### config.mk
export PLATFORM = sky130hd
export DESIGN_NAME = bar_fifo
export DESIGN_NICKNAME = d
export VERILOG_FILES = /design/src/hdl/bar_pkg.sv /design/src/hdl/bar_fifo.sv
export VERILOG_INCLUDE_DIRS = /design/src /design/src/hdl
export SDC_FILE = /design/constraint.sdc
export NUM_CORES = 1
export LEC_CHECK = 0
export ABC_CLOCK_PERIOD_IN_PS = 3600
export BUFFER_PORTS_ARGS = -buffer_cell sky130_fd_sc_hd__clkbuf_2
export CORE_MARGIN = 2
export CORE_UTILIZATION = 50
export CTS_CLUSTER_SIZE = 25
export DETAILED_ROUTE_END_ITERATION = 10
export PLACE_DENSITY = 0.77
export SETUP_SLACK_MARGIN = 0.02
export SLEW_MARGIN = 20
export SYNTH_ARGS = -nofsm -noshare
export SYNTH_HDL_FRONTEND = slang
export SYNTH_SLANG_ARGS = --single-unit
### constraint.sdc
create_clock -name clk -period 3.6 [get_ports clk]
set_input_delay 0.36 -clock clk [delete_from_list [all_inputs] [get_ports clk]]
set_output_delay 0.36 -clock clk [all_outputs]
set_load 0.02 [all_outputs]
### src/hdl/bitmap_area_resampler_macros.svh
// ---------------------------------------------------------------------------
// Assertion macros
// Shared concurrent assertion forms, clocked on clk and masked during rst.
// ---------------------------------------------------------------------------
`ifndef BITMAP_AREA_RESAMPLER_MACROS_SVH
`define BITMAP_AREA_RESAMPLER_MACROS_SVH

// Same-cycle implication.
`define BAR_ASSERT_NOW(label, ante, cons, msg) \
  label: assert property (@(posedge clk) disable iff (rst) (ante) |-> (cons)) \
    else $error(msg);

// Next-cycle implication.
`define BAR_ASSERT_NEXT(label, ante, cons, msg) \
  label: assert property (@(posedge clk) disable iff (rst) (ante) |=> (cons)) \
    else $error(msg);

`endif

### src/hdl/bar_pkg.sv
// ---------------------------------------------------------------------------
// bar_pkg
// Types, codes and field widths shared by the bitmap area resampler.
// ---------------------------------------------------------------------------
package bar_pkg;

  // default sizes
  localparam int DEF_MAX_FLAGS  = 16384;
  localparam int DEF_MAX_PIXELS = 4096;

  // fixed field widths
  localparam int FLAG_COUNT_W  = 15;
  localparam int PIXEL_COUNT_W = 13;
  localparam int FLAG_INDEX_W  = 14;
  localparam int PIXEL_INDEX_W = 12;
  localparam int COVERAGE_W    = 16;
  localparam int CFG_DATA_W    = 15;
  localparam int CFG_INDEX_W   = 1;

  // depth of the queue between front and back
  localparam int QUEUE_DEPTH = 2;

  // command codes
  localparam logic CMD_WRITE = 1'b0;
  localparam logic CMD_QUERY = 1'b1;

  // register indexes
  localparam logic [CFG_INDEX_W-1:0] REG_FLAG_COUNT  = 1'b0;
  localparam logic [CFG_INDEX_W-1:0] REG_PIXEL_COUNT = 1'b1;

  // classified operation carried through the queue
  typedef enum logic [1:0] {
    OP_WRITE,
    OP_RANGE,
    OP_EMPTY,
    OP_QUERY
  } op_t;

  // back end sequencer
  typedef enum logic [2:0] {
    B_IDLE,
    B_MUL,
    B_DIV1,
    B_WALK,
    B_SCALE,
    B_DIV2,
    B_OUT
  } bstate_t;

endpackage

### src/hdl/bar_fifo.sv
// ---------------------------------------------------------------------------
// bar_fifo
// Short queue of classified operations between front and back.
// ---------------------------------------------------------------------------
`include "bitmap_area_resampler_macros.svh"

module bar_fifo import bar_pkg::*; #(
  parameter int AW = 14,
  parameter int XW = 12
) (
  input  logic          clk,
  input  logic          rst,
  input  logic          push,
  input  op_t           in_op,
  input  logic [AW-1:0] in_addr,
  input  logic          in_value,
  input  logic [XW-1:0] in_pixel,
  output logic          full,
  input  logic          pop,
  output logic          nempty,
  output op_t           out_op,
  output logic [AW-1:0] out_addr,
  output logic          out_value,
  output logic [XW-1:0] out_pixel
);

  localparam int PTRW = (QUEUE_DEPTH > 1) ? $clog2(QUEUE_DEPTH) : 1;
  localparam int CNTW = $clog2(QUEUE_DEPTH + 1);

  op_t           q_op    [QUEUE_DEPTH];
  logic [AW-1:0] q_addr  [QUEUE_DEPTH];
  logic          q_value [QUEUE_DEPTH];
  logic [XW-1:0] q_pixel [QUEUE_DEPTH];

  logic [PTRW-1:0] wr_ptr;
  logic [PTRW-1:0] rd_ptr;
  logic [CNTW-1:0] count;

  assign full      = count == CNTW'(QUEUE_DEPTH);
  assign nempty    = count != '0;
  assign out_op    = q_op[rd_ptr];
  assign out_addr  = q_addr[rd_ptr];
  assign out_value = q_value[rd_ptr];
  assign out_pixel = q_pixel[rd_ptr];

  always_ff @(posedge clk) begin
    if (rst) begin
      wr_ptr <= '0;
      rd_ptr <= '0;
      count  <= '0;
    end else begin
      if (push) begin
        wr_ptr <= (wr_ptr == PTRW'(QUEUE_DEPTH - 1)) ? '0 : wr_ptr + 1'b1;
      end
      if (pop) begin
        rd_ptr <= (rd_ptr == PTRW'(QUEUE_DEPTH - 1)) ? '0 : rd_ptr + 1'b1;
      end
      if (push && !pop) begin
        count <= count + 1'b1;
      end else if (pop && !push) begin
        count <= count - 1'b1;
      end
    end
  end

  always_ff @(posedge clk) begin
    if (push) begin
      q_op[wr_ptr]    <= in_op;
      q_addr[wr_ptr]  <= in_addr;
      q_value[wr_ptr] <= in_value;
      q_pixel[wr_ptr] <= in_pixel;
    end
  end

  `BAR_ASSERT_NOW(a_no_push_full, push, !full, "queue pushed while full")
  `BAR_ASSERT_NOW(a_no_pop_empty, pop, nempty, "queue popped while empty")

endmodule

==> out/metrics.yaml <==
timing:
  skew_ps: 7.794
  min_period_ps: 2160
  max_freq_mhz: 462.9
  finalSetupViolCount: 0
  post-route-period-util: 0.6000
  maxSlewViolCount: 0
  relSlewSlack: 0.7360
  finalHoldViolCount: 0
  worst_slew_pin_slew_ps: 395.5
  setup-tns-final_ps: 0
  rsz0062_at_grt: "false"
yosys:
  netlist_area_um2: 2302
  yosys-top-cells-area: "edfxtp_1, mux2_2, dfxtp_1, xnor2_1, xor2_1"
  synth.ff_latch_count: 63
  synthesis.instances: 112
  synth-async-reset-ratio: 0
  synth_warnings: 0
  synth_cell_types: 18
  synth_area_leader_cell: "edfxtp_1"
  syn_avg_cell_area_um2: 20.56
  synth_common_cells: "edfxtp_1, mux2_2, dfxtp_1"
  syn_nets: 146
  yosys_most_used_dff: "edfxtp_1"
  synth.most_common_cell: "edfxtp_1"
  synth_edf_count: 58
  yosysSeqAreaShare: 0.8000
  yosys.area.top_type_share: 0.7565
floorplan:
  die_w_um: 71.86
  dieArea_um2: 5163
  io_pins: 64
  rows: 24
  die_h_um: 71.86
  fp.coreArea_um2: 4384
  initial_core_util: 0.5251
pwr:
  p_leak_nw: 1.132
  peakVddDrop_mv: 0.2954
  power_density_nw_per_um2: 579.4
routing:
  viasPerCell: 4.979
  drt_iter0_drc: 44
  drc: 0
  postRouteAntennaNets: 0
  wl_per_cell_um: 15.44
  finalWirelength_mm: 3.753
  vias: 1210
  dr.pass1.iters: 4
setup_path:
  slowest_stage: "dfxtp_1"
  cp_cell_sequence: "buf_4, mux2_2, clkbuf_2"
  path_max_fanout: 20
  cp-end-kind: "output pin"
  cpPeakStageDelay_ps: 560
  cp.arrival_ps: 1800
  worst-setup-path-type: "register to output pin"
  cp-start-kind: "register"
  crit_required_ps: 3240
cells_and_area:
  stdcell_count: 243
  drive_above_1_share: 0.5864
  num_antenna_cells: 0
  nets: 220
  synthToLayoutAreaGrowth_pct: 25.22
clock_tree:
  postCtsSetupBuffers: 0
  cts_root_buffer: "clkbuf_8"
  insertion_delay_ps: 330
  cts_tree: "done"
  ctsResizeCount: 0
  cts_made_buffers: 9
  cts.sinks: 63
  cts_hold_buf: 0
  clk_path_buf_depth: 2
  cts_htree_levels: 3
  clkTransAtPathRegs_ps: 70
grt:
  grt_pass1_vias: 1265
  grt-ovfl-total: 0
  grtUsageTotal: 0.1565
  antenna_found_initial: 0
  grt_pass1_wl_mm: 5.706
  grt_max_degree: 30
placement:
  gp_congestion: 0.7133
  port_buffers: 63
  hpwl_mm: 2.510
  dp_cells: 227
hold_path:
  hold_class: "primary input to register"
outcome:
  outcome: "finished, final reports clean"
job:
  cap_violations: 0
[path summary, 6_finish.rpt]
kind | from | to | slack, ps | depth (start not counted)
worst max-delay path | register | out_addr[0] | 1440 | 3
worst min-delay path | in_addr[7] | q_addr[0][7] | 220 | 1
worst max register to register | wr_ptr | q_addr[1][2] | 2390 | 2
worst min register to register | count[1] | count[1] | 530 | 2
[power by group]
group          leakage, nW  total (mW)  internal (mW)  switching (mW)
clock network        0.104       0.593          0.353           0.240
logic                0.442       0.208         0.0876           0.120
registers            0.586       0.869          0.852          0.0175
[per-layer routing]
layer / wire length, µm / GRT usage
met1: 1464 / 0.1657
met2: 1857 / 0.2469
met3: 339 / 0.09001
met4: 92 / 0.08386
met5: 0 / 0
[cell families after synthesis]
group | synth area share
buffers and inverters | 0.01195
DFF | 0.8000
adders and majority gates | 0.005434
AOI/OAI and AO/OA | 0.004344
and+or+nand+nor | 0.02120
xor gates and xnor gates | 0.01522
muxes | 0.1418
[flip-flops by register name (all words and copies together), names as in the netlist, named ones only]
signal	flops
count	2
q_addr	28
q_op	4
q_pixel	24
q_value	2
rd_ptr	1
wr_ptr	1
[cell usage in the layout (no fill, tap or decap)]
| master | synthesis | final |
|---|---|---|
| clkinv_1 | 0 | 1 |
| and2_1 | 1 | 1 |
| nor2b_2 | 0 | 1 |
| or3_1 | 1 | 1 |
| a21oi_1 | 1 | 1 |
| clkbuf_2 | 0 | 63 |
| mux2_2 | 29 | 29 |
| and2b_2 | 1 | 1 |
| clkbuf_1 | 0 | 1 |
| nor2_1 | 4 | 4 |
| buf_4 | 1 | 3 |
| edfxtp_1 | 58 | 58 |
| xor2_1 | 2 | 2 |
| inv_1 | 1 | 1 |
| ha_1 | 1 | 1 |
| bufinv_16 | 0 | 1 |
| clkbuf_8 | 0 | 11 |
| o21ai_0 | 1 | 1 |
| dfxtp_1 | 5 | 5 |
| clkinv_2 | 0 | 2 |
| xnor2_1 | 2 | 2 |
| or2_2 | 1 | 1 |
[through the flow]
stage                     power (mW)  setup slack [ps]  hold slack [ps]    util  instance area, µm²
after floorplan                1.019              1502            429.1       -                2302
after global placement         1.087              1792            471.9  0.6122                2684
after detailed placement       1.096              1759            521.4  0.6122                2684
after CTS                      1.690              1375            209.4  0.6575                2883
after global routing           1.739              1331            200.5  0.6575                2883
final                          1.670              1440            221.9  0.6575                2883
[worst max-delay path, delay by kind of cell, from the launching register on]
family	cells	cell delay [ps]
mux	1	390
buf+inv	2	520
flops	1	560
[layout make-up]
| type | count | area, µm² |
|---|---|---|
| clock inverters | 4 | 43.79 |
| multi-input cells | 45 | 435.4 |
| clock buffers | 12 | 155.1 |
| flip-flops and latches | 63 | 1842 |
| well taps | 52 | 65.06 |
| inverters | 1 | 3.754 |
| repair buffers | 66 | 337.8 |
| fillers | 328 | 1501 |
No activity file was read; power rests on OpenSTA's default activity.
