**config.mk**
```make
export PLATFORM = sky130hd
export DESIGN_NAME = bar_front
export DESIGN_NICKNAME = d
export VERILOG_FILES = /design/src/hdl/bitmap_area_resampler_macros.svh /design/src/hdl/bar_pkg.sv /design/src/hdl/bar_front.sv
export SDC_FILE = /design/constraint.sdc
export NUM_CORES = 1
export LEC_CHECK = 0
export BUFFER_PORTS_ARGS = -buffer_cell sky130_fd_sc_hd__buf_2
export CORE_MARGIN = 3
export CORE_UTILIZATION = 40
export CTS_BUF_LIST = sky130_fd_sc_hd__clkbuf_4 sky130_fd_sc_hd__clkbuf_8 sky130_fd_sc_hd__clkbuf_16
export CTS_CLUSTER_SIZE = 14
export DETAILED_ROUTE_END_ITERATION = 6
export PLACE_DENSITY = 0.76
export SYNTH_ARGS = -nofsm -noshare
export SYNTH_HDL_FRONTEND = slang
export SYNTH_SLANG_ARGS = --single-unit
```
**constraint.sdc**
```tcl
create_clock -name clk -period 2.5 [get_ports clk]
set_input_delay 0 -clock clk [delete_from_list [all_inputs] [get_ports clk]]
set_output_delay 0 -clock clk [all_outputs]
set_load 0.03 [all_outputs]
```
**src/hdl/bitmap_area_resampler_macros.svh**
```systemverilog
// ---------------------------------------------------------------------------
// Assertion macros
// Shared concurrent assertion forms, clocked on clk and masked during rst.
// ---------------------------------------------------------------------------
`ifndef BITMAP_AREA_RESAMPLER_MACROS_SVH
`define BITMAP_AREA_RESAMPLER_MACROS_SVH

// Same-cycle implication.
`define BAR_ASSERT_NOW(label, ante, cons, msg) \
  label: assert property (@(posedge clk) disable iff (rst) (ante) |-> (cons)) \
    else $error(msg);

// Next-cycle implication.
`define BAR_ASSERT_NEXT(label, ante, cons, msg) \
  label: assert property (@(posedge clk) disable iff (rst) (ante) |=> (cons)) \
    else $error(msg);

`endif

```
**src/hdl/bar_pkg.sv**
```systemverilog
// ---------------------------------------------------------------------------
// bar_pkg
// Types, codes and field widths shared by the bitmap area resampler.
// ---------------------------------------------------------------------------
package bar_pkg;

  // default sizes
  localparam int DEF_MAX_FLAGS  = 16384;
  localparam int DEF_MAX_PIXELS = 4096;

  // fixed field widths
  localparam int FLAG_COUNT_W  = 15;
  localparam int PIXEL_COUNT_W = 13;
  localparam int FLAG_INDEX_W  = 14;
  localparam int PIXEL_INDEX_W = 12;
  localparam int COVERAGE_W    = 16;
  localparam int CFG_DATA_W    = 15;
  localparam int CFG_INDEX_W   = 1;

  // depth of the queue between front and back
  localparam int QUEUE_DEPTH = 2;

  // command codes
  localparam logic CMD_WRITE = 1'b0;
  localparam logic CMD_QUERY = 1'b1;

  // register indexes
  localparam logic [CFG_INDEX_W-1:0] REG_FLAG_COUNT  = 1'b0;
  localparam logic [CFG_INDEX_W-1:0] REG_PIXEL_COUNT = 1'b1;

  // classified operation carried through the queue
  typedef enum logic [1:0] {
    OP_WRITE,
    OP_RANGE,
    OP_EMPTY,
    OP_QUERY
  } op_t;

  // back end sequencer
  typedef enum logic [2:0] {
    B_IDLE,
    B_MUL,
    B_DIV1,
    B_WALK,
    B_SCALE,
    B_DIV2,
    B_OUT
  } bstate_t;

endpackage

```
**src/hdl/bar_front.sv**
```systemverilog
// ---------------------------------------------------------------------------
// bar_front
// Takes request beats, classifies them and holds one entry for the queue.
// ---------------------------------------------------------------------------
module bar_front import bar_pkg::*; #(
  parameter int MAX_FLAGS  = DEF_MAX_FLAGS,
  parameter int MAX_PIXELS = DEF_MAX_PIXELS,
  localparam int AW = (MAX_FLAGS > 1) ? $clog2(MAX_FLAGS) : 1,
  localparam int NW = $clog2(MAX_FLAGS + 1),
  localparam int WW = $clog2(MAX_PIXELS + 1),
  localparam int XW = (MAX_PIXELS > 1) ? $clog2(MAX_PIXELS) : 1
) (
  input  logic                     clk,
  input  logic                     rst,
  input  logic                     req_valid,
  output logic                     req_stall,
  input  logic                     command,
  input  logic [FLAG_INDEX_W-1:0]  flag_index,
  input  logic                     flag_value,
  input  logic [PIXEL_INDEX_W-1:0] pixel_index,
  input  logic [NW-1:0]            n,
  input  logic [WW-1:0]            w,
  output logic                     push,
  output op_t                      push_op,
  output logic [AW-1:0]            push_addr,
  output logic                     push_value,
  output logic [XW-1:0]            push_pixel,
  input  logic                     q_full
);

  logic ent_valid;
  logic accept;
  logic keep;
  logic in_store;
  op_t  op_class;

  assign req_stall = ent_valid && q_full;
  assign push      = ent_valid && !q_full;
  assign accept    = req_valid && !req_stall;

  // writes beyond the store are dropped here
  assign in_store = 32'(flag_index) < 32'(MAX_FLAGS);
  assign keep     = (command == CMD_QUERY) || in_store;

  always_comb begin
    if (command == CMD_WRITE) begin
      op_class = OP_WRITE;
    end else if (32'(pixel_index) >= 32'(w)) begin
      op_class = OP_RANGE;
    end else if (n == '0) begin
      op_class = OP_EMPTY;
    end else begin
      op_class = OP_QUERY;
    end
  end

  always_ff @(posedge clk) begin
    if (rst) begin
      ent_valid <= 1'b0;
    end else begin
      if (push) begin
        ent_valid <= 1'b0;
      end
      if (accept) begin
        ent_valid <= keep;
      end
    end
  end

  always_ff @(posedge clk) begin
    if (accept) begin
      push_op    <= op_class;
      push_addr  <= AW'(flag_index);
      push_value <= flag_value;
      push_pixel <= XW'(pixel_index);
    end
  end

endmodule

```
==> impl_metrics.json, run 1 <==
{
  "grtUsageTotal": 0.218,
  "ys_async_sr_fraction": 0,
  "hold_end": "push_op[0]$_SDFFCE_PN0P_",
  "start_kind": "input port",
  "postSynthAreaPerCell_um2": 15.4,
  "top_usage_layer": "met2",
  "path_clk_slew_ns": 0.09,
  "cts_tree": "built",
  "antenna_left": 0,
  "min_from": "n[6]",
  "wl_mm": 3.90,
  "row_count": 20,
  "cts_htree_levels": 2,
  "antenna_cells": 0,
  "dpl_cell_area_um2": 1810,
  "tightest_slew_ns": 0.452,
  "hold_class": "in2reg",
  "cts_hold_buf": 30,
  "final_nets": 284,
  "end_kind": "register",
  "grt.overflow.total": 0,
  "slowest_stage": "dlygate4sd3_1",
  "clk_latency_ns": 0.33,
  "synth_area_leaders": "edfxtp_1 67%, ha_1 12%, inv_1 3.8%",
  "grt_max_degree": 22,
  "grt_setup_unrepaired": "no",
  "place_inst": 219,
  "crit_arrival_ns": 1.80,
  "worstSetupPathType": "in2reg",
  "tns_ns": 0,
  "r2r-end": "push_pixel[6]$_DFFE_PP_",
  "ys.flop_type": "edfxtp_1",
  "grt_antenna_before_repair": 0,
  "final_core_util": 0.703,
  "r2r_setup_slack_ns": 0.91,
  "dieHeight_um": 62.9,
  "placeableCoreArea_um2": 3080,
  "port_buffers": 90,
  "die_x_um": 62.9,
  "synthDistinctLibCells": 23,
  "dr.pass1.iters": 4,
  "cp_slowest_stage_delay_ns": 0.55,
  "root_buffer": "clkbuf_4",
  "worstPathRequired_ns": 2.57,
  "fin_crit_sh": 0.691,
  "p_total_mw": 1.12,
  "layout-drive-gt1-share": 0.479,
  "yosys_warnings": 0,
  "ys_seq_area_frac": 0.689,
  "slew_headroom": 0.697,
  "reg2reg_from": "ent_valid$_SDFFE_PP0P_",
  "num_vias": 1208,
  "syn_to_final_growth_pct": 67.2,
  "cts-resized-gates": 0,
  "cp_cell_sequence": "dlygate4sd3_1 -> buf_2 -> ha_1 -> nand4b_4 -> or3_4 -> a21oi_1 -> nor3b_1",
  "routedWlPerCell_um": 15.2,
  "dp_hpwl_mm": 2.49,
  "peakVddDrop_mv": 0.196,
  "status": "completed",
  "r2r_cells": 3,
  "crit_buf_inv": 2,
  "use_met1": 0.217,
  "syn_area_um2": 1290,
  "preCtsSetupSlack_ns": 0.947,
  "drcViolationCount": 0,
  "whs_ns": 0.0805,
  "final_area_um2": 2160,
  "finClkSkew_ns": 0.00879,
  "die_area_um2": 3950,
  "path_delay_family": "buffers and inverters",
  "maxCapViolations": 0,
  "post_cts_buffers": 0,
  "seq_area_um2": 891,
  "synthCells": 84,
  "fmax_mhz": 579,
  "multiInputGateArea_um2": 357,
  "cts_num_sinks": 30,
  "synth_top_area_frac": 0.673,
  "pin_count": 91,
  "grt_pass1_vias": 1325,
  "vias_per_cell": 4.70,
  "clock_path_buffers": 2,
  "setup_slack_ns": 0.773,
  "drv_slew": 0,
  "grt_pass1_wl_mm": 6.38,
  "synth-edff-count": 29,
  "final_cells": 257,
  "startpoint": "pixel_index[11]",
  "setup_viol": 0,
  "cts_buffers": 5,
  "p_per_area_nw_per_um2": 520,
  "hold_viol": 0,
  "hold_depth": 4,
  "final.fill_count": 200,
  "yosysTopAreaCell": "edfxtp_1",
  "grt_use_met2": 0.415,
  "gp_congestion": 0.663,
  "syn-num-nets": 156,
  "worst-path-max-fanout": 2,
  "ys_ff_latch": 30,
  "drt_iter0_drc": 87,
  "finalCriticalPeriod_ns": 1.73,
  "initial_utilization": 0.420,
  "p_leak_nw": 1.04,
  "use_met3": 0.0647
}
## report_power, final
part / internal (mW) / switching, mW / leakage (nW)
Clock: 0.116 / 0.168 / 0.0331
Sequential: 0.586 / 0.00890 / 0.289
Combinational: 0.109 / 0.136 / 0.717
Total: 0.811 / 0.312 / 1.04
## worst min-delay path: stages
cell and delay (ns):
buf_2 0.08, nor4_1 0.04, nand4_1 0.06, o31a_1 0.12
## synth_stat cells (2+ instances only)
cell type  count
a21oi_1        4
edfxtp_1      29
ha_1          12
inv_1         13
nand2_1        3
nor2_1         3
nor2b_1        2
nor4_1         3
## registers in the layout, indices dropped and copies added, names as in the netlist
name	cells
push_addr	14
push_value	1
push_op	2
push_pixel	12
ent_valid	1
## how the worst max path moves through the flow
stage                                     to  slack [ns]  cells past startpoint
floorplan             push_addr[0]$_DFFE_PP_        0.19                      2
global placement      push_addr[1]$_DFFE_PP_        1.02                      3
detailed placement   push_addr[11]$_DFFE_PP_        0.95                      3
CTS                 push_op[1]$_SDFFCE_PP0P_        0.80                      7
global route        push_op[1]$_SDFFCE_PP0P_        0.69                      7
finish              push_op[1]$_SDFFCE_PP0P_        0.77                      7
## cell families after synthesis
logic type               after synthesis  synth area share
flip-flops                            30             0.689
AND/OR/NAND/NOR                       19            0.0996
AO/OA/AOI/OAI                         10            0.0580
buffers and inverters                 13            0.0377
adder cells (fa/ha/maj)               12             0.116
## layout make-up
cell class              count  area share
clock inverters             2     0.00405
well taps                  44      0.0254
clock buffers               6      0.0208
flip-flops and latches     30       0.412
repair buffers            121       0.350
inverters                  13      0.0226
multi-input cells          41       0.165
## cell usage in the layout, fill, tap and decap left out, drive strengths merged
master	netlist	final
buf	0	91
dlygate4sd3	0	30
edfxtp	29	29
inv	13	13
ha	12	12
clkbuf	0	6
a21oi	4	4
nor2	3	3
nand2	3	3
nor4	3	3
nor2b	2	2
or3	2	2
clkinv	0	2
and2	1	1
nand4b	1	1
o21a	1	1
and4	1	1
a211oi	1	1
o221ai	1	1
nor3	1	1
nand4	1	1
a21o	1	1
a32oi	1	1
o31a	1	1
nor3b	1	1
dfxtp	1	1
## routing by layer
layer / part of all wire / up-vias
met3: 0.089 / 8
met1: 0.35 / 556
met4: 0.014 / 0
li1: - / 576
met2: 0.55 / 68
met5: 0 / -
(Power assumes the default switching activity.)
==> inputs of run 2 (changes only) <==
--- a/config.mk
+++ b/config.mk
@@ -7,11 +7,11 @@
 export LEC_CHECK = 0
 export BUFFER_PORTS_ARGS = -buffer_cell sky130_fd_sc_hd__buf_2
 export CORE_MARGIN = 3
-export CORE_UTILIZATION = 40
+export CORE_UTILIZATION = 36
 export CTS_BUF_LIST = sky130_fd_sc_hd__clkbuf_4 sky130_fd_sc_hd__clkbuf_8 sky130_fd_sc_hd__clkbuf_16
 export CTS_CLUSTER_SIZE = 14
 export DETAILED_ROUTE_END_ITERATION = 6
-export PLACE_DENSITY = 0.76
+export PLACE_DENSITY = 0.73
 export SYNTH_ARGS = -nofsm -noshare
 export SYNTH_HDL_FRONTEND = slang
 export SYNTH_SLANG_ARGS = --single-unit
==> constraint.sdc (replaced) <==
create_clock -name clk -period 1.5 [get_ports clk]
set_input_delay 0 -clock clk [delete_from_list [all_inputs] [get_ports clk]]
set_output_delay 0 -clock clk [all_outputs]
set_load 0.03 [all_outputs]
==> run 2 against run 1 <==
Against the previous run:
- the run now ends with negative hold slack left
- clock skew is 0.0024 ns lower
- combinational power is 72% higher
- setup slack worse by 0.66 ns
- wire length is 4.7% lower
- non-clock buffer count stayed put
- design area is 2.1% higher
- sequential share of layout area is 0.84 points lower
- final cell count is 0.78% higher
- register-to-register slack worse by 0.76 ns
- largest cell class unchanged
- largest power group unchanged
- highest routed layer unchanged
==> impl_metrics.json, run 2 (same netlist as run 1, synthesis figures left out) <==
{
  "end_kind": "register",
  "start_kind": "input port",
  "cp_slowest_stage_delay_ns": 0.52,
  "clk_latency_ns": 0.31,
  "p_per_area_nw_per_um2": 845,
  "final_area_um2": 2210,
  "crit_arrival_ns": 1.47,
  "root_buffer": "clkbuf_4",
  "final_common_cell": "buf_2",
  "path_clk_slew_ns": 0.09,
  "peakVddDrop_mv": 0.331,
  "whs_ns": -0.00897,
  "cts_tree": "built",
  "tightest_slew_ns": 0.258,
  "drt_iter0_drc": 17,
  "setup_slack_ns": 0.115,
  "vias_per_cell": 4.61,
  "hold_class": "in2reg",
  "die_x_um": 65.9,
  "grt.overflow.total": 0,
  "final_cells": 259,
  "antenna_cells": 0,
  "layout.cells.most_common_list": "89 x buf_2, 29 x dlygate4sd3_1, 29 x edfxtp_1",
  "final_nets": 284,
  "largest_register": "push_addr",
  "fmax_mhz": 722,
  "maxCapViolations": 0,
  "cts_buffers": 5,
  "cts_htree_levels": 2,
  "clock_path_buffers": 2,
  "gp_congestion": 0.712,
  "dr.pass1.iters": 2,
  "pin_count": 91,
  "fin_crit_sh": 0.923,
  "cp_cell_sequence": "dlygate4sd3_1 -> buf_2 -> inv_1 -> ha_1 -> nand2_1 -> o221ai_4 -> o31a_1",
  "top_regs": "push_addr x14, push_pixel x12, push_op x2",
  "grtUsageTotal": 0.168,
  "grt_pass1_vias": 1237,
  "finalCriticalPeriod_ns": 1.38,
  "violations": "negative hold slack",
  "p_leak_nw": 1.06,
  "layout-drive-gt1-share": 0.488,
  "post_cts_buffers": 0,
  "grt_setup_unrepaired": "no",
  "antenna_left": 0,
  "port_buffers": 90,
  "die_area_um2": 4350,
  "setup_viol": 0,
  "drv_slew": 0,
  "placeableCoreArea_um2": 3390,
  "final.fill_count": 241,
  "seq_area_um2": 891,
  "drcViolationCount": 0,
  "cts_num_sinks": 30,
  "worstSetupPathType": "in2reg",
  "worst-path-max-fanout": 2,
  "grt_max_degree": 30,
  "status": "finished, violations left",
  "wl_mm": 3.72,
  "slowest_stage": "dlygate4sd3_1",
  "initial_utilization": 0.382,
  "grt_pass1_wl_mm": 5.33,
  "largest_reg_flops": 14,
  "slew_headroom": 0.826,
  "num_vias": 1195,
  "grt_antenna_before_repair": 0,
  "hold_viol": 1,
  "row_count": 21,
  "place_inst": 222,
  "dpl_cell_area_um2": 1840,
  "syn_to_final_growth_pct": 70.7,
  "dieHeight_um": 65.9,
  "multiInputGateArea_um2": 382,
  "worstPathRequired_ns": 1.58,
  "dp_hpwl_mm": 2.50,
  "routedWlPerCell_um": 14.3,
  "preCtsSetupSlack_ns": -0.00206,
  "finClkSkew_ns": 0.00643
}
run 2: power breakdown:
| part | internal (mW) | total (mW) | switching [mW] |
|---|---|---|---|
| sequential | 0.976 | 0.988 | 0.0119 |
| clock | 0.194 | 0.455 | 0.261 |
| combinational | 0.192 | 0.422 | 0.230 |
| total | 1.36 | 1.87 | 0.503 |
run 2: metrics by stage:
| step | utilization | total power, mW | setup TNS, ns |
|---|---|---|---|
| finish | 0.652 | 1.87 | 0 |
| global route | 0.652 | 1.96 | 0 |
| CTS | 0.646 | 1.87 | 0 |
| detailed placement | 0.542 | 1.36 | -0.00206 |
| global placement | 0.542 | 1.34 | 0 |
| floorplan | - | 1.20 | 0 |
run 2: worst paths after layout:
| path | start | end | slack [ns] | depth (start not counted) |
|---|---|---|---|---|
| setup reg to reg | ent_valid$_SDFFE_PP0P_ | ent_valid$_SDFFE_PP0P_ | 0.15 | 4 |
| hold / removal | pixel_index[5] | push_pixel[5]$_DFFE_PP_ | -0.009 | 1 |
| setup / recovery | pixel_index[0] | push_op[0]$_SDFFCE_PN0P_ | 0.12 | 7 |
| hold reg to reg | ent_valid$_SDFFE_PP0P_ | push_pixel[1]$_DFFE_PP_ | 0.99 | 3 |
run 2: cell type report:
| type | instances | share of cell area |
|---|---|---|
| Multi-Input combinational cell | 41 | 0.173 |
| Tap cell | 46 | 0.0261 |
| Timing Repair Buffer | 121 | 0.351 |
| Inverter | 13 | 0.0221 |
| Sequential cell | 30 | 0.403 |
| Clock inverter | 2 | 0.00397 |
| Clock buffer | 6 | 0.0204 |
run 2: critical path: cells and delay by family:
kind	cells	cell delay [ns]
AOI/OAI and AO/OA	2	0.41
buffers and inverters	3	0.68
and+or+nand+nor	1	0.10
adders and majority gates	1	0.29
run 2: layer usage:
| layer | wire length [um] | part of all wire | vias to the layer above | global-route usage |
|---|---|---|---|---|
| li1 | - | - | 567 | - |
| met1 | 1260 | 0.34 | 538 | 0.156 |
| met2 | 1960 | 0.53 | 80 | 0.318 |
| met3 | 386 | 0.10 | 10 | 0.0544 |
| met4 | 109 | 0.029 | 0 | 0.0939 |
| met5 | 0 | 0 | - | 0 |
run 2: timing repair:
action	in CTS	in global routing
endpoints found under the hold margin	29	0
gates resized for setup	0	4
hold buffers	30	0
setup endpoints to repair	0	2
==> inputs of run 3 (changes only) <==
--- a/config.mk
+++ b/config.mk
@@ -12,6 +12,7 @@
 export CTS_CLUSTER_SIZE = 14
 export DETAILED_ROUTE_END_ITERATION = 6
 export PLACE_DENSITY = 0.73
+export SETUP_SLACK_MARGIN = 0.2
 export SYNTH_ARGS = -nofsm -noshare
 export SYNTH_HDL_FRONTEND = slang
 export SYNTH_SLANG_ARGS = --single-unit
==> run 3 against run 2 <==
Against the previous run:
- the run now ends clean
- sequential power about the same
- sequential cell count unchanged
- sequential share of layout area decreased by 0.14 points
- critical path depth decreased by 3
==> impl_metrics.json, run 3 (same netlist as run 1, synthesis figures left out) <==
{
  "port_buffers": 90,
  "preCtsSetupSlack_ns": 0.0448,
  "syn_to_final_growth_pct": 71.3,
  "r2r_cells": 4,
  "vias_per_cell": 4.49,
  "final_common_cell": "buf_2",
  "placeableCoreArea_um2": 3390,
  "peakVddDrop_mv": 0.256,
  "drcViolationCount": 0,
  "largest_reg_flops": 14,
  "layout.cells.most_common_list": "90 x buf_2, 30 x dlygate4sd3_1, 29 x edfxtp_1",
  "grtUsageTotal": 0.165,
  "dieHeight_um": 65.9,
  "dr.pass1.iters": 4,
  "r2r-end": "ent_valid$_SDFFE_PP0P_",
  "die_area_um2": 4350,
  "r2r_setup_slack_ns": 0.26,
  "worstSetupPathType": "reg2reg",
  "grt_pass1_wl_mm": 5.24,
  "final_core_util": 0.654,
  "root_buffer": "clkbuf_4",
  "cts_htree_levels": 2,
  "maxCapViolations": 0,
  "final_cells": 259,
  "grt_setup_unrepaired": "no",
  "routedWlPerCell_um": 13.3,
  "pin_count": 91,
  "finalCriticalPeriod_ns": 1.24,
  "largest_register": "push_addr",
  "setup_slack_ns": 0.259,
  "fmax_mhz": 806,
  "status": "completed",
  "final_area_um2": 2220,
  "end_kind": "register",
  "tightest_slew_ns": 0.286,
  "worstPathRequired_ns": 1.71,
  "antenna_left": 0,
  "wl_mm": 3.45,
  "whs_ns": 0.0913,
  "cts_num_sinks": 30,
  "tns_ns": 0,
  "p_total_mw": 1.87,
  "grt_max_degree": 30,
  "drv_slew": 0,
  "worst-path-max-fanout": 3,
  "antenna_cells": 0,
  "gp_congestion": 0.628,
  "place_inst": 221,
  "die_x_um": 65.9,
  "start_kind": "register",
  "top_regs": "push_addr x14, push_pixel x12, push_op x2",
  "slew_headroom": 0.808,
  "clk_latency_ns": 0.32,
  "cts_tree": "built",
  "crit_arrival_ns": 1.45,
  "p_leak_nw": 1.05,
  "dpl_cell_area_um2": 1860,
  "final_nets": 284,
  "grt_antenna_before_repair": 0,
  "row_count": 21,
  "p_per_area_nw_per_um2": 842,
  "reg2reg_from": "ent_valid$_SDFFE_PP0P_",
  "initial_utilization": 0.382,
  "drt_iter0_drc": 55,
  "setup_viol": 0,
  "grt_pass1_vias": 1182,
  "dp_hpwl_mm": 2.41,
  "grt.overflow.total": 0,
  "hold_class": "in2reg",
  "fin_crit_sh": 0.828,
  "finClkSkew_ns": 0.00810,
  "hold_viol": 0,
  "endpoint": "ent_valid$_SDFFE_PP0P_",
  "cts_buffers": 5,
  "startpoint": "ent_valid$_SDFFE_PP0P_",
  "path_clk_slew_ns": 0.09,
  "layout-drive-gt1-share": 0.502,
  "clock_path_buffers": 2,
  "num_vias": 1163
}
run 3: changes by cell type in the layout (fill, tap and decap cells not counted):
| cell | change |
|---|---|
| ha_1 | -2 |
| ha_4 | +2 |
| and2_1 | -1 |
| and2_4 | +1 |
| buf_2 | +1 |
| buf_4 | -1 |
| clkinv_1 | -1 |
| clkinv_2 | +1 |
| dlygate4sd3_1 | +1 |
| dlymetal6s4s_1 | -1 |
| nor3b_1 | +1 |
| nor3b_2 | -1 |
| o221ai_2 | +1 |
| o221ai_4 | -1 |
run 3: report_power, final:
part / internal [mW] / total [mW] / switching [mW]
logic: 0.195 / 0.419 / 0.224
clock network: 0.196 / 0.459 / 0.263
registers: 0.976 / 0.988 / 0.0119
total: 1.37 / 1.87 / 0.499
run 3: worst max-delay path: stages (launching register included):
cell and delay, ns:
dfxtp_1 0.32, and2_4 0.15, nor2_1 0.09, nor2_1 0.04, dlygate4sd3_1 0.54
run 3: cell type report:
type                       instances  area [um^2]
inverter                          13         48.8
clock buffer                       6         45.0
sequential                        30          891
fill                             250         1170
tap                               46         57.6
multi-input combinational         41          393
clock inverter                     2         10.0
timing repair buffer             121          771
run 3: timing repair:
| action | 4_1_cts | 5_1_grt |
|---|---|---|
| resized for setup | 0 | 0 |
| hold buffers | 30 | 0 |
| endpoints found under the hold margin | 29 | 0 |
| buffers inserted | 0 | 0 |
run 3: routing by layer:
layer,up-vias,track usage,wire (um)
met4,0,0.0685,38
li1,572,-,-
met3,4,0.0578,386
met1,519,0.179,1320
met2,68,0.290,1710
met5,-,0,0
run 3: how the worst min path moves through the flow:
stage,slack [ns],startpoint,to,cells after the start
CTS,0.08,n[6],push_op[0]$_SDFFCE_PN0P_,4
detailed placement,0.16,rst,ent_valid$_SDFFE_PP0P_,2
global route,0.11,n[3],push_op[0]$_SDFFCE_PN0P_,4
finish,0.09,n[6],push_op[0]$_SDFFCE_PN0P_,4
floorplan,0.07,rst,ent_valid$_SDFFE_PP0P_,1
global placement,0.16,rst,ent_valid$_SDFFE_PP0P_,2
